===== config.mk =====
export PLATFORM = sky130hd
export DESIGN_NAME = residual_snr_meter
export DESIGN_NICKNAME = d
export VERILOG_FILES = /design/src/hdl/rsm_pkg.sv /design/src/hdl/rsm_fifo.sv /design/src/hdl/rsm_front.sv /design/src/hdl/rsm_back.sv /design/src/hdl/residual_snr_meter.sv
export SDC_FILE = /design/constraint.sdc
export NUM_CORES = 2
export LEC_CHECK = 0
export ABC_CLOCK_PERIOD_IN_PS = 19700
export BUFFER_PORTS_ARGS = -buffer_cell sky130_fd_sc_hd__buf_2
export CORE_UTILIZATION = 55
export DETAILED_ROUTE_END_ITERATION = 8
export GPL_TIMING_DRIVEN = 0
export PLACE_DENSITY = 0.7
export SLEW_MARGIN = 20
export SYNTH_ARGS = -nofsm -noshare
export SYNTH_HDL_FRONTEND = slang
export SYNTH_SLANG_ARGS = --single-unit

===== constraint.sdc =====
create_clock -name i_clk -period 19.7 [get_ports i_clk]
set_clock_uncertainty 0.1 [all_clocks]
set_input_delay 5.91 -clock i_clk [delete_from_list [all_inputs] [get_ports i_clk]]
set_output_delay 5.91 -clock i_clk [all_outputs]
set_load 0.01 [all_outputs]

===== src/hdl/rsm_pkg.sv =====
// shared types, constants and the log2 fraction table of the residual snr meter
`timescale 1ns / 1ps

package rsm_pkg;

    localparam int SAMPLE_W = 16;
    localparam int RESID_W  = 17;
    localparam int SNR_W    = 16;
    localparam int THR_W    = 32;
    localparam int SIG_SQ_W = 31;
    localparam int RES_SQ_W = 33;
    localparam int CFG_IDX_W = 2;

    localparam int FIFO_DEPTH = 4;
    localparam int FIFO_PTR_W = $clog2(FIFO_DEPTH);
    localparam int FIFO_CNT_W = $clog2(FIFO_DEPTH + 1);

    localparam logic [CFG_IDX_W-1:0] CFG_SYNTH_THR = 2'd0;
    localparam logic [CFG_IDX_W-1:0] CFG_ORIG_THR  = 2'd1;

    localparam logic [THR_W-1:0] SYNTH_THR_RST = 32'd1073742;
    localparam logic [THR_W-1:0] ORIG_THR_RST  = 32'd10737418;

    localparam logic signed [SNR_W-1:0] SNR_FAIL = -16'sd20480;
    localparam logic signed [SNR_W-1:0] SNR_MAX  = 16'sd32767;
    localparam logic signed [SNR_W-1:0] SNR_MIN  = -16'sd32768;
    localparam logic signed [8:0]       SNR_SCALE = 9'sd77;

    typedef struct packed {
        logic signed [RESID_W-1:0] residual;
        logic [SIG_SQ_W-1:0]       synth_sq;
        logic [SIG_SQ_W-1:0]       orig_sq;
        logic [RES_SQ_W-1:0]       resid_sq;
        logic                      last;
    } t_job;

    typedef struct packed {
        logic [THR_W-1:0] synth_thr;
        logic [THR_W-1:0] orig_thr;
    } t_cfg;

    typedef logic [7:0] t_frac_tab [256];

    // 8 fraction bits of log2(1 + i/256) by repeated squaring
    function automatic t_frac_tab build_frac_tab();
        t_frac_tab   tab;
        logic [63:0] y;
        logic [7:0]  f;
        for (int i = 0; i < 256; i++) begin
            y = 64'(256 + i) << 22;
            f = '0;
            for (int k = 0; k < 8; k++) begin
                y = (y * y) >> 30;
                f = {f[6:0], 1'b0};
                if (y >= 64'h8000_0000) begin
                    f[0] = 1'b1;
                    y = y >> 1;
                end
            end
            tab[i] = f;
        end
        return tab;
    endfunction

    localparam t_frac_tab FRAC_TAB = build_frac_tab();

endpackage


===== src/hdl/rsm_fifo.sv =====
// short job queue between the front and back parts of the residual snr meter
`timescale 1ns / 1ps

module rsm_fifo (
    input  logic          i_clk,
    input  logic          i_rst_n,
    input  logic          i_push,
    input  rsm_pkg::t_job i_job,
    output logic          o_full,
    input  logic          i_pop,
    output logic          o_nonempty,
    output rsm_pkg::t_job o_job
);

    rsm_pkg::t_job                    r_mem [rsm_pkg::FIFO_DEPTH];
    logic [rsm_pkg::FIFO_PTR_W-1:0]   r_wr;
    logic [rsm_pkg::FIFO_PTR_W-1:0]   r_rd;
    logic [rsm_pkg::FIFO_CNT_W-1:0]   r_cnt;
    logic                             do_push;
    logic                             do_pop;

    assign o_full     = (r_cnt == rsm_pkg::FIFO_CNT_W'(rsm_pkg::FIFO_DEPTH));
    assign o_nonempty = (r_cnt != '0);
    assign do_push    = i_push && !o_full;
    assign do_pop     = i_pop && o_nonempty;
    assign o_job      = r_mem[r_rd];

    always_ff @(posedge i_clk) begin
        if (!i_rst_n) begin
            r_wr  <= '0;
            r_rd  <= '0;
            r_cnt <= '0;
        end else begin
            if (do_push) begin
                r_wr <= r_wr + 1'b1;
            end
            if (do_pop) begin
                r_rd <= r_rd + 1'b1;
            end
            unique case ({do_push, do_pop})
                2'b10:   r_cnt <= r_cnt + 1'b1;
                2'b01:   r_cnt <= r_cnt - 1'b1;
                default: r_cnt <= r_cnt;
            endcase
        end
    end

    always_ff @(posedge i_clk) begin
        if (do_push) begin
            r_mem[r_wr] <= i_job;
        end
    end

endmodule


===== src/hdl/rsm_front.sv =====
// front part: takes sample requests, forms the residual and the three squares
`timescale 1ns / 1ps

module rsm_front (
    input  logic                                 i_clk,
    input  logic                                 i_rst_n,
    input  logic                                 i_valid,
    output logic                                 o_stall,
    input  logic signed [rsm_pkg::SAMPLE_W-1:0]  i_synth_sample,
    input  logic signed [rsm_pkg::SAMPLE_W-1:0]  i_orig_sample,
    input  logic                                 i_frame_last,
    output logic                                 o_push,
    output rsm_pkg::t_job                        o_job,
    input  logic                                 i_full
);

    logic                                r_v;
    logic signed [rsm_pkg::SAMPLE_W-1:0] r_s;
    logic signed [rsm_pkg::SAMPLE_W-1:0] r_o;
    logic                                r_last;
    logic                                load;
    logic signed [rsm_pkg::RESID_W-1:0]  res;
    logic signed [2*rsm_pkg::SAMPLE_W-1:0] s_prod;
    logic signed [2*rsm_pkg::SAMPLE_W-1:0] o_prod;
    logic signed [2*rsm_pkg::RESID_W-1:0]  r_prod;

    assign load    = !r_v || !i_full;
    assign o_stall = r_v && i_full;
    assign o_push  = r_v && !i_full;

    always_ff @(posedge i_clk) begin
        if (!i_rst_n) begin
            r_v <= 1'b0;
        end else if (load) begin
            r_v <= i_valid;
        end
    end

    always_ff @(posedge i_clk) begin
        if (load && i_valid) begin
            r_s    <= i_synth_sample;
            r_o    <= i_orig_sample;
            r_last <= i_frame_last;
        end
    end

    always_comb begin
        res    = rsm_pkg::RESID_W'(r_s) - rsm_pkg::RESID_W'(r_o);
        s_prod = r_s * r_s;
        o_prod = r_o * r_o;
        r_prod = res * res;
        o_job.residual = res;
        o_job.synth_sq = s_prod[rsm_pkg::SIG_SQ_W-1:0];
        o_job.orig_sq  = o_prod[rsm_pkg::SIG_SQ_W-1:0];
        o_job.resid_sq = r_prod[rsm_pkg::RES_SQ_W-1:0];
        o_job.last     = r_last;
    end

endmodule


===== src/hdl/rsm_back.sv =====
// back part: energy accumulation, threshold test and log10 ratio pipeline
`timescale 1ns / 1ps

module rsm_back #(
    parameter int FRAME_LOG2_MAX = 12
) (
    input  logic                                i_clk,
    input  logic                                i_rst_n,
    input  rsm_pkg::t_cfg                       i_cfg,
    input  logic                                i_job_valid,
    input  rsm_pkg::t_job                       i_job,
    output logic                                o_pop,
    output logic                                o_valid,
    input  logic                                i_stall,
    output logic signed [rsm_pkg::RESID_W-1:0]  o_residual,
    output logic signed [rsm_pkg::SNR_W-1:0]    o_snr_log,
    output logic                                o_snr_valid
);

    localparam int SIG_W = 31 + FRAME_LOG2_MAX;
    localparam int RES_W = 33 + FRAME_LOG2_MAX;
    localparam int N_GRP = (RES_W + 7) / 8;
    localparam int PAD_W = N_GRP * 8;
    localparam int GRP_W = $clog2(N_GRP);
    localparam int POS_W = GRP_W + 3;
    localparam int LG_W  = POS_W + 8;
    localparam int D_W   = LG_W + 1;
    localparam int V_W   = D_W + 9;

    // highest 8-bit group that holds a one
    function automatic logic [GRP_W-1:0] lead_grp(input logic [PAD_W-1:0] e);
        logic [GRP_W-1:0] g;
        g = '0;
        for (int k = 0; k < N_GRP; k++) begin
            if (|e[k*8 +: 8]) begin
                g = GRP_W'(k);
            end
        end
        return g;
    endfunction

    // leading-one position and the 8 bits below it, zeros filled below bit 0
    function automatic logic [POS_W+7:0] pos_idx(input logic [PAD_W-1:0] e,
                                                 input logic [GRP_W-1:0] g);
        logic [PAD_W+7:0] ext;
        logic [15:0]      w;
        logic [2:0]       f;
        ext = {e, 8'b0};
        w   = ext[{g, 3'b000} +: 16];
        f   = '0;
        for (int k = 0; k < 8; k++) begin
            if (w[8+k]) begin
                f = 3'(k);
            end
        end
        return {g, f, w[f +: 8]};
    endfunction

    logic adv;

    // accumulators
    logic [SIG_W-1:0] r_se, r_oe;
    logic [RES_W-1:0] r_re;
    logic [SIG_W:0]   s_sum, o_sum;
    logic [RES_W:0]   r_sum;
    logic [SIG_W-1:0] s_sat, o_sat;
    logic [RES_W-1:0] r_sat;

    // stage valids
    logic r1_v, r2_v, r3_v, r4_v, r5_v;

    // stage 1
    logic signed [rsm_pkg::RESID_W-1:0] r1_res;
    logic                               r1_last;
    logic [SIG_W-1:0]                   r1_se, r1_oe;
    logic [RES_W-1:0]                   r1_re;

    // stage 2
    logic signed [rsm_pkg::RESID_W-1:0] r2_res;
    logic                               r2_last;
    logic                               r2_fail;
    logic [PAD_W-1:0]                   r2_oe, r2_re;
    logic [GRP_W-1:0]                   r2_go, r2_gr;

    // stage 3
    logic signed [rsm_pkg::RESID_W-1:0] r3_res;
    logic                               r3_last;
    logic                               r3_fail;
    logic [POS_W+7:0]                   r3_lo, r3_lr;

    // stage 4
    logic signed [rsm_pkg::RESID_W-1:0] r4_res;
    logic                               r4_last;
    logic                               r4_fail;
    logic signed [D_W-1:0]              r4_d;

    // stage 5 is the output register
    logic signed [rsm_pkg::RESID_W-1:0] r5_res;
    logic signed [rsm_pkg::SNR_W-1:0]   r5_snr;
    logic                               r5_last;

    logic                     fail;
    logic [LG_W-1:0]          log_o, log_r;
    logic signed [V_W-1:0]    v;
    logic signed [31:0]       q;
    logic signed [rsm_pkg::SNR_W-1:0] n_snr;

    assign adv   = !r5_v || !i_stall;
    assign o_pop = i_job_valid && adv;

    always_comb begin
        s_sum = {1'b0, r_se} + (SIG_W + 1)'(i_job.synth_sq);
        o_sum = {1'b0, r_oe} + (SIG_W + 1)'(i_job.orig_sq);
        r_sum = {1'b0, r_re} + (RES_W + 1)'(i_job.resid_sq);
        s_sat = s_sum[SIG_W] ? {SIG_W{1'b1}} : s_sum[SIG_W-1:0];
        o_sat = o_sum[SIG_W] ? {SIG_W{1'b1}} : o_sum[SIG_W-1:0];
        r_sat = r_sum[RES_W] ? {RES_W{1'b1}} : r_sum[RES_W-1:0];
    end

    assign fail = !((r1_se > SIG_W'(i_cfg.synth_thr)) && (r1_oe > SIG_W'(i_cfg.orig_thr)));

    assign log_o = {r3_lo[POS_W+7:8], rsm_pkg::FRAC_TAB[r3_lo[7:0]]};
    assign log_r = {r3_lr[POS_W+7:8], rsm_pkg::FRAC_TAB[r3_lr[7:0]]};

    always_comb begin
        v = V_W'(r4_d) * V_W'(rsm_pkg::SNR_SCALE);
        // arithmetic shift gives the floor for negative values too
        q = 32'(v >>> 8);
        if (!r4_last) begin
            n_snr = '0;
        end else if (r4_fail) begin
            n_snr = rsm_pkg::SNR_FAIL;
        end else if (q > 32'(rsm_pkg::SNR_MAX)) begin
            n_snr = rsm_pkg::SNR_MAX;
        end else if (q < 32'(rsm_pkg::SNR_MIN)) begin
            n_snr = rsm_pkg::SNR_MIN;
        end else begin
            n_snr = q[rsm_pkg::SNR_W-1:0];
        end
    end

    always_ff @(posedge i_clk) begin
        if (!i_rst_n) begin
            r_se <= '0;
            r_oe <= '0;
            r_re <= '0;
            r1_v <= 1'b0;
            r2_v <= 1'b0;
            r3_v <= 1'b0;
            r4_v <= 1'b0;
            r5_v <= 1'b0;
        end else if (adv) begin
            r1_v <= o_pop;
            r2_v <= r1_v;
            r3_v <= r2_v;
            r4_v <= r3_v;
            r5_v <= r4_v;
            if (o_pop) begin
                // frame end clears, with this request's squares already reported
                r_se <= i_job.last ? '0 : s_sat;
                r_oe <= i_job.last ? '0 : o_sat;
                r_re <= i_job.last ? '0 : r_sat;
            end
        end
    end

    always_ff @(posedge i_clk) begin
        if (adv) begin
            r1_res  <= i_job.residual;
            r1_last <= i_job.last;
            r1_se   <= s_sat;
            r1_oe   <= o_sat;
            r1_re   <= r_sat;

            r2_res  <= r1_res;
            r2_last <= r1_last;
            r2_fail <= fail;
            r2_oe   <= PAD_W'(r1_oe);
            r2_re   <= PAD_W'(r1_re);
            r2_go   <= lead_grp(PAD_W'(r1_oe));
            r2_gr   <= lead_grp(PAD_W'(r1_re));

            r3_res  <= r2_res;
            r3_last <= r2_last;
            r3_fail <= r2_fail;
            r3_lo   <= pos_idx(r2_oe, r2_go);
            r3_lr   <= pos_idx(r2_re, r2_gr);

            r4_res  <= r3_res;
            r4_last <= r3_last;
            r4_fail <= r3_fail;
            r4_d    <= $signed({1'b0, log_o}) - $signed({1'b0, log_r});

            r5_res  <= r4_res;
            r5_last <= r4_last;
            r5_snr  <= n_snr;
        end
    end

    assign o_valid     = r5_v;
    assign o_residual  = r5_res;
    assign o_snr_log   = r5_snr;
    assign o_snr_valid = r5_last;

endmodule


===== src/hdl/residual_snr_meter.sv =====
// Residual and log10 signal-to-residual ratio meter, one sample pair per cycle while the output is not stalled.
// A result passes the front register, the queue, then the accumulate, leading-group search,
// fine position, log difference and scale registers.
// Reset (synchronous, active low) empties the queue and pipeline, clears the
// energies and loads the default thresholds.
`timescale 1ns / 1ps

module residual_snr_meter #(
    parameter int FRAME_LOG2_MAX = 12
) (
    input  logic                                i_clk,
    input  logic                                i_rst_n,
    input  logic                                i_cfg_we,
    input  logic [rsm_pkg::CFG_IDX_W-1:0]       i_cfg_index,
    input  logic [rsm_pkg::THR_W-1:0]           i_cfg_data,
    input  logic                                i_valid,
    output logic                                o_stall,
    input  logic signed [rsm_pkg::SAMPLE_W-1:0] i_synth_sample,
    input  logic signed [rsm_pkg::SAMPLE_W-1:0] i_orig_sample,
    input  logic                                i_frame_last,
    output logic                                o_valid,
    input  logic                                i_stall,
    output logic signed [rsm_pkg::RESID_W-1:0]  o_residual,
    output logic signed [rsm_pkg::SNR_W-1:0]    o_snr_log,
    output logic                                o_snr_valid
);

    rsm_pkg::t_cfg r_cfg;
    rsm_pkg::t_job push_job;
    rsm_pkg::t_job pop_job;
    logic          push;
    logic          pop;
    logic          full;
    logic          nonempty;

    always_ff @(posedge i_clk) begin
        if (!i_rst_n) begin
            r_cfg.synth_thr <= rsm_pkg::SYNTH_THR_RST;
            r_cfg.orig_thr  <= rsm_pkg::ORIG_THR_RST;
        end else if (i_cfg_we) begin
            if (i_cfg_index == rsm_pkg::CFG_SYNTH_THR) begin
                r_cfg.synth_thr <= i_cfg_data;
            end
            if (i_cfg_index == rsm_pkg::CFG_ORIG_THR) begin
                r_cfg.orig_thr <= i_cfg_data;
            end
        end
    end

    rsm_front u_front (
        .i_clk          (i_clk),
        .i_rst_n        (i_rst_n),
        .i_valid        (i_valid),
        .o_stall        (o_stall),
        .i_synth_sample (i_synth_sample),
        .i_orig_sample  (i_orig_sample),
        .i_frame_last   (i_frame_last),
        .o_push         (push),
        .o_job          (push_job),
        .i_full         (full)
    );

    rsm_fifo u_fifo (
        .i_clk      (i_clk),
        .i_rst_n    (i_rst_n),
        .i_push     (push),
        .i_job      (push_job),
        .o_full     (full),
        .i_pop      (pop),
        .o_nonempty (nonempty),
        .o_job      (pop_job)
    );

    rsm_back #(
        .FRAME_LOG2_MAX (FRAME_LOG2_MAX)
    ) u_back (
        .i_clk       (i_clk),
        .i_rst_n     (i_rst_n),
        .i_cfg       (r_cfg),
        .i_job_valid (nonempty),
        .i_job       (pop_job),
        .o_pop       (pop),
        .o_valid     (o_valid),
        .i_stall     (i_stall),
        .o_residual  (o_residual),
        .o_snr_log   (o_snr_log),
        .o_snr_valid (o_snr_valid)
    );

endmodule


==> flow_metrics.env <==
export IMPL_status="finished clean"
export IMPL_cts_root_buf="clkbuf_16"
export IMPL_rows=138
export IMPL_placed_area_um2=82270
export IMPL_synth_edf_count=846
export IMPL_routedWlPerCell_um=20.70
export IMPL_final_max_slew_violation_count=0
export IMPL_rsz0062_at_grt="false"
export IMPL_finalSetupViolCount=0
export IMPL_drive_gt1_share_pct=8.010
export IMPL_ant_nets=0
export IMPL_dieHeight_um=380.7
export IMPL_io_buffers=106
export IMPL_first_global_vias=55520
export IMPL_fp_dieW_um=380.7
export IMPL_crit_type="flop to flop"
export IMPL_critical_path_max_stage_delay_ps=600
export IMPL_drtIter0Drc=4227
export IMPL_area_delta_synth_final_pct=8.979
export IMPL_regArea_um2=29610
export IMPL_critPathRequiredTime_ps=20040
export IMPL_synth_area_um2=78890
export IMPL_ios=108
export IMPL_grt_ovfl_total=0
export IMPL_coreArea_um2=141900
export IMPL_antenna_found_initial=2
export IMPL_path_max_fanout=13
export IMPL_fin_nets=8745
export IMPL_cap_violations=0
export IMPL_utilization_pct=60.57
export IMPL_dieArea_um2=144900
export IMPL_cp_slowest_cell="xor2_2"
export IMPL_htree_levels=3
export IMPL_period_needed_ps=10680
export IMPL_num_vias=54070
export IMPL_fillers=11610
export IMPL_grt_pass1_wl_um=307000
export IMPL_start_util_pct=55.58
export IMPL_tns_ps=0
export IMPL_timing_final_crit_share_pct=54.23
export IMPL_gp_congestion=0.9154
export IMPL_clk_pin_slew_worst_paths_ps=70
export IMPL_worstPathArrival_ps=11020
export IMPL_cp_common_cell="fa_1"
export IMPL_avgSynthCellArea_um2=11.01
export IMPL_final_cell_mix="inv_1, edfxtp_1, fa_1"
export IMPL_ys_flop_type="edfxtp_1"
export IMPL_cts_setup_buffers=0
export IMPL_max_slew_margin_pct=28.96
export IMPL_synth_top_cell_by_area="edfxtp_1"
export IMPL_dpl_cell_count=9175
export IMPL_cts_resized=0
export IMPL_drt_pass1_iter_count=6
export IMPL_async_flop_share_pct=0
export IMPL_track_usage_pct=27.04
export IMPL_cts_buffers=109
export IMPL_cts_hold_buffers=0
export IMPL_clock_latency_ps=740
export IMPL_hold_violations=0
export IMPL_yosys_warnings=0
export IMPL_yosysSeqAreaShare_pct=37.53
export IMPL_synth_distinct_cells=110
export IMPL_drt_wl_total_um=194200
export IMPL_yosysTopAreaCellShare_pct=32.20
export IMPL_startpoint_type="flop"
export IMPL_routed_via_density=5.763
export IMPL_synth_area_leaders="edfxtp_1, fa_1, ha_1"
export IMPL_multi_input_area_um2=43810
export IMPL_max_freq_ghz=0.09360
export IMPL_final_common_cell="inv_1"
export IMPL_synth_ff_latch_count=1056
export IMPL_worst_pin_slew_ps=1066
export IMPL_synth_cells=7162
export IMPL_critical_path_endpoint_type="flop"
export IMPL_fin_area_um2=85970
export IMPL_syn_num_nets=8511
export IMPL_grt_max_degree=62
export IMPL_final_cell_count_no_fill=9382
export IMPL_clock_path_buffers=3
export IMPL_hold_path_class="flop to flop"
export IMPL_cts_sinks=1056
export IMPL_drcViolationCount=0
export IMPL_dp_hpwl_um=151300
export IMPL_cts_tree="built"
[synthesized netlist by cell type (all sizes together), types with 20 or more instances]
master  instances
a211oi         68
a21boi         62
a21o          116
a21oi         309
a22o           58
a22oi          39
a311oi         25
a31oi          67
and2           79
and3           56
buf            69
clkbuf        212
dfxtp         210
edfxtp        846
fa            758
ha            519
inv          1152
mux2           33
mux2i          64
mux4          128
nand2         640
nand2b         54
nand3          91
nand4          33
nor2          435
nor2b          76
nor3           83
nor4           25
o211ai         47
o21a           43
o21ai         242
o21bai         20
or2            24
xnor2         156
xor2           92
[metal layers]
layer,vias up,GRT usage (%),share of wire [%],wire length (um)
li1,24920,-,-,-
met1,27080,36.53,43,82850
met2,1700,44.98,48,93170
met3,371,3.761,5.8,11310
met4,2,9.066,3.5,6859
met5,-,0,0.0072,14
[cells by family after synthesis]
group	Yosys count	share of synthesized area, %
AOI/OAI and AO/OA	1261	10.72
and+or+nand+nor	1642	9.515
DFF	1056	37.53
adders and majority gates	1280	27.51
muxes	225	4.942
buffers and inverters	1450	7.017
xor gates and xnor gates	248	2.763
[worst max-delay path, delay by kind of cell (launching register included)]
kind / cells / cell delay, ps
flip-flops: 1 / 450
AND/OR/NAND/NOR: 6 / 1050
adder cells (fa/ha/maj): 8 / 3960
buffers and inverters: 8 / 1660
XOR/XNOR: 2 / 1080
AO/OA/AOI/OAI: 10 / 2100
[worst paths after layout]
check / start / slack, ps / cells after the start / end
worst max-delay path: u_front.r_o[5] / 9020 / 34 / u_fifo.r_mem[0][32]
worst min-delay path: u_back.r4_res[4] / 310 / 0 / u_back.o_residual[4]
worst min register to register: u_back.r4_res[4] / 310 / 0 / u_back.o_residual[4]
worst max register to register: u_front.r_o[5] / 9020 / 34 / u_fifo.r_mem[0][32]
[stage by stage]
step	hold WS, ps	worst slack (ps)
floorplan	300.3	2711
global placement	301.3	-2342
detailed placement	304.5	8957
CTS	310.5	8928
global route	323.0	8575
finish	307.2	9016
[cell type report]
type	count	area share (%)
diodes	1	0.002911
well taps	1890	2.751
clock buffers	135	3.441
inverters	1169	5.104
clock inverters	71	0.8412
multi-input cells	4656	50.96
flip-flops and latches	1056	34.44
repair buffers	123	1.125
plain buffers	281	1.338
[flip-flops by register name, summed over array words and instances (netlist names), 45 cells and up, named ones only]
register	count
u_fifo.r_mem	436
u_back.r1_re	45
u_back.r_re	45
r_cfg	64
u_back.r2_re	45
Power is not shown: default switching activity piles up to over one toggle a cycle in this logic, so the estimate is an artifact.
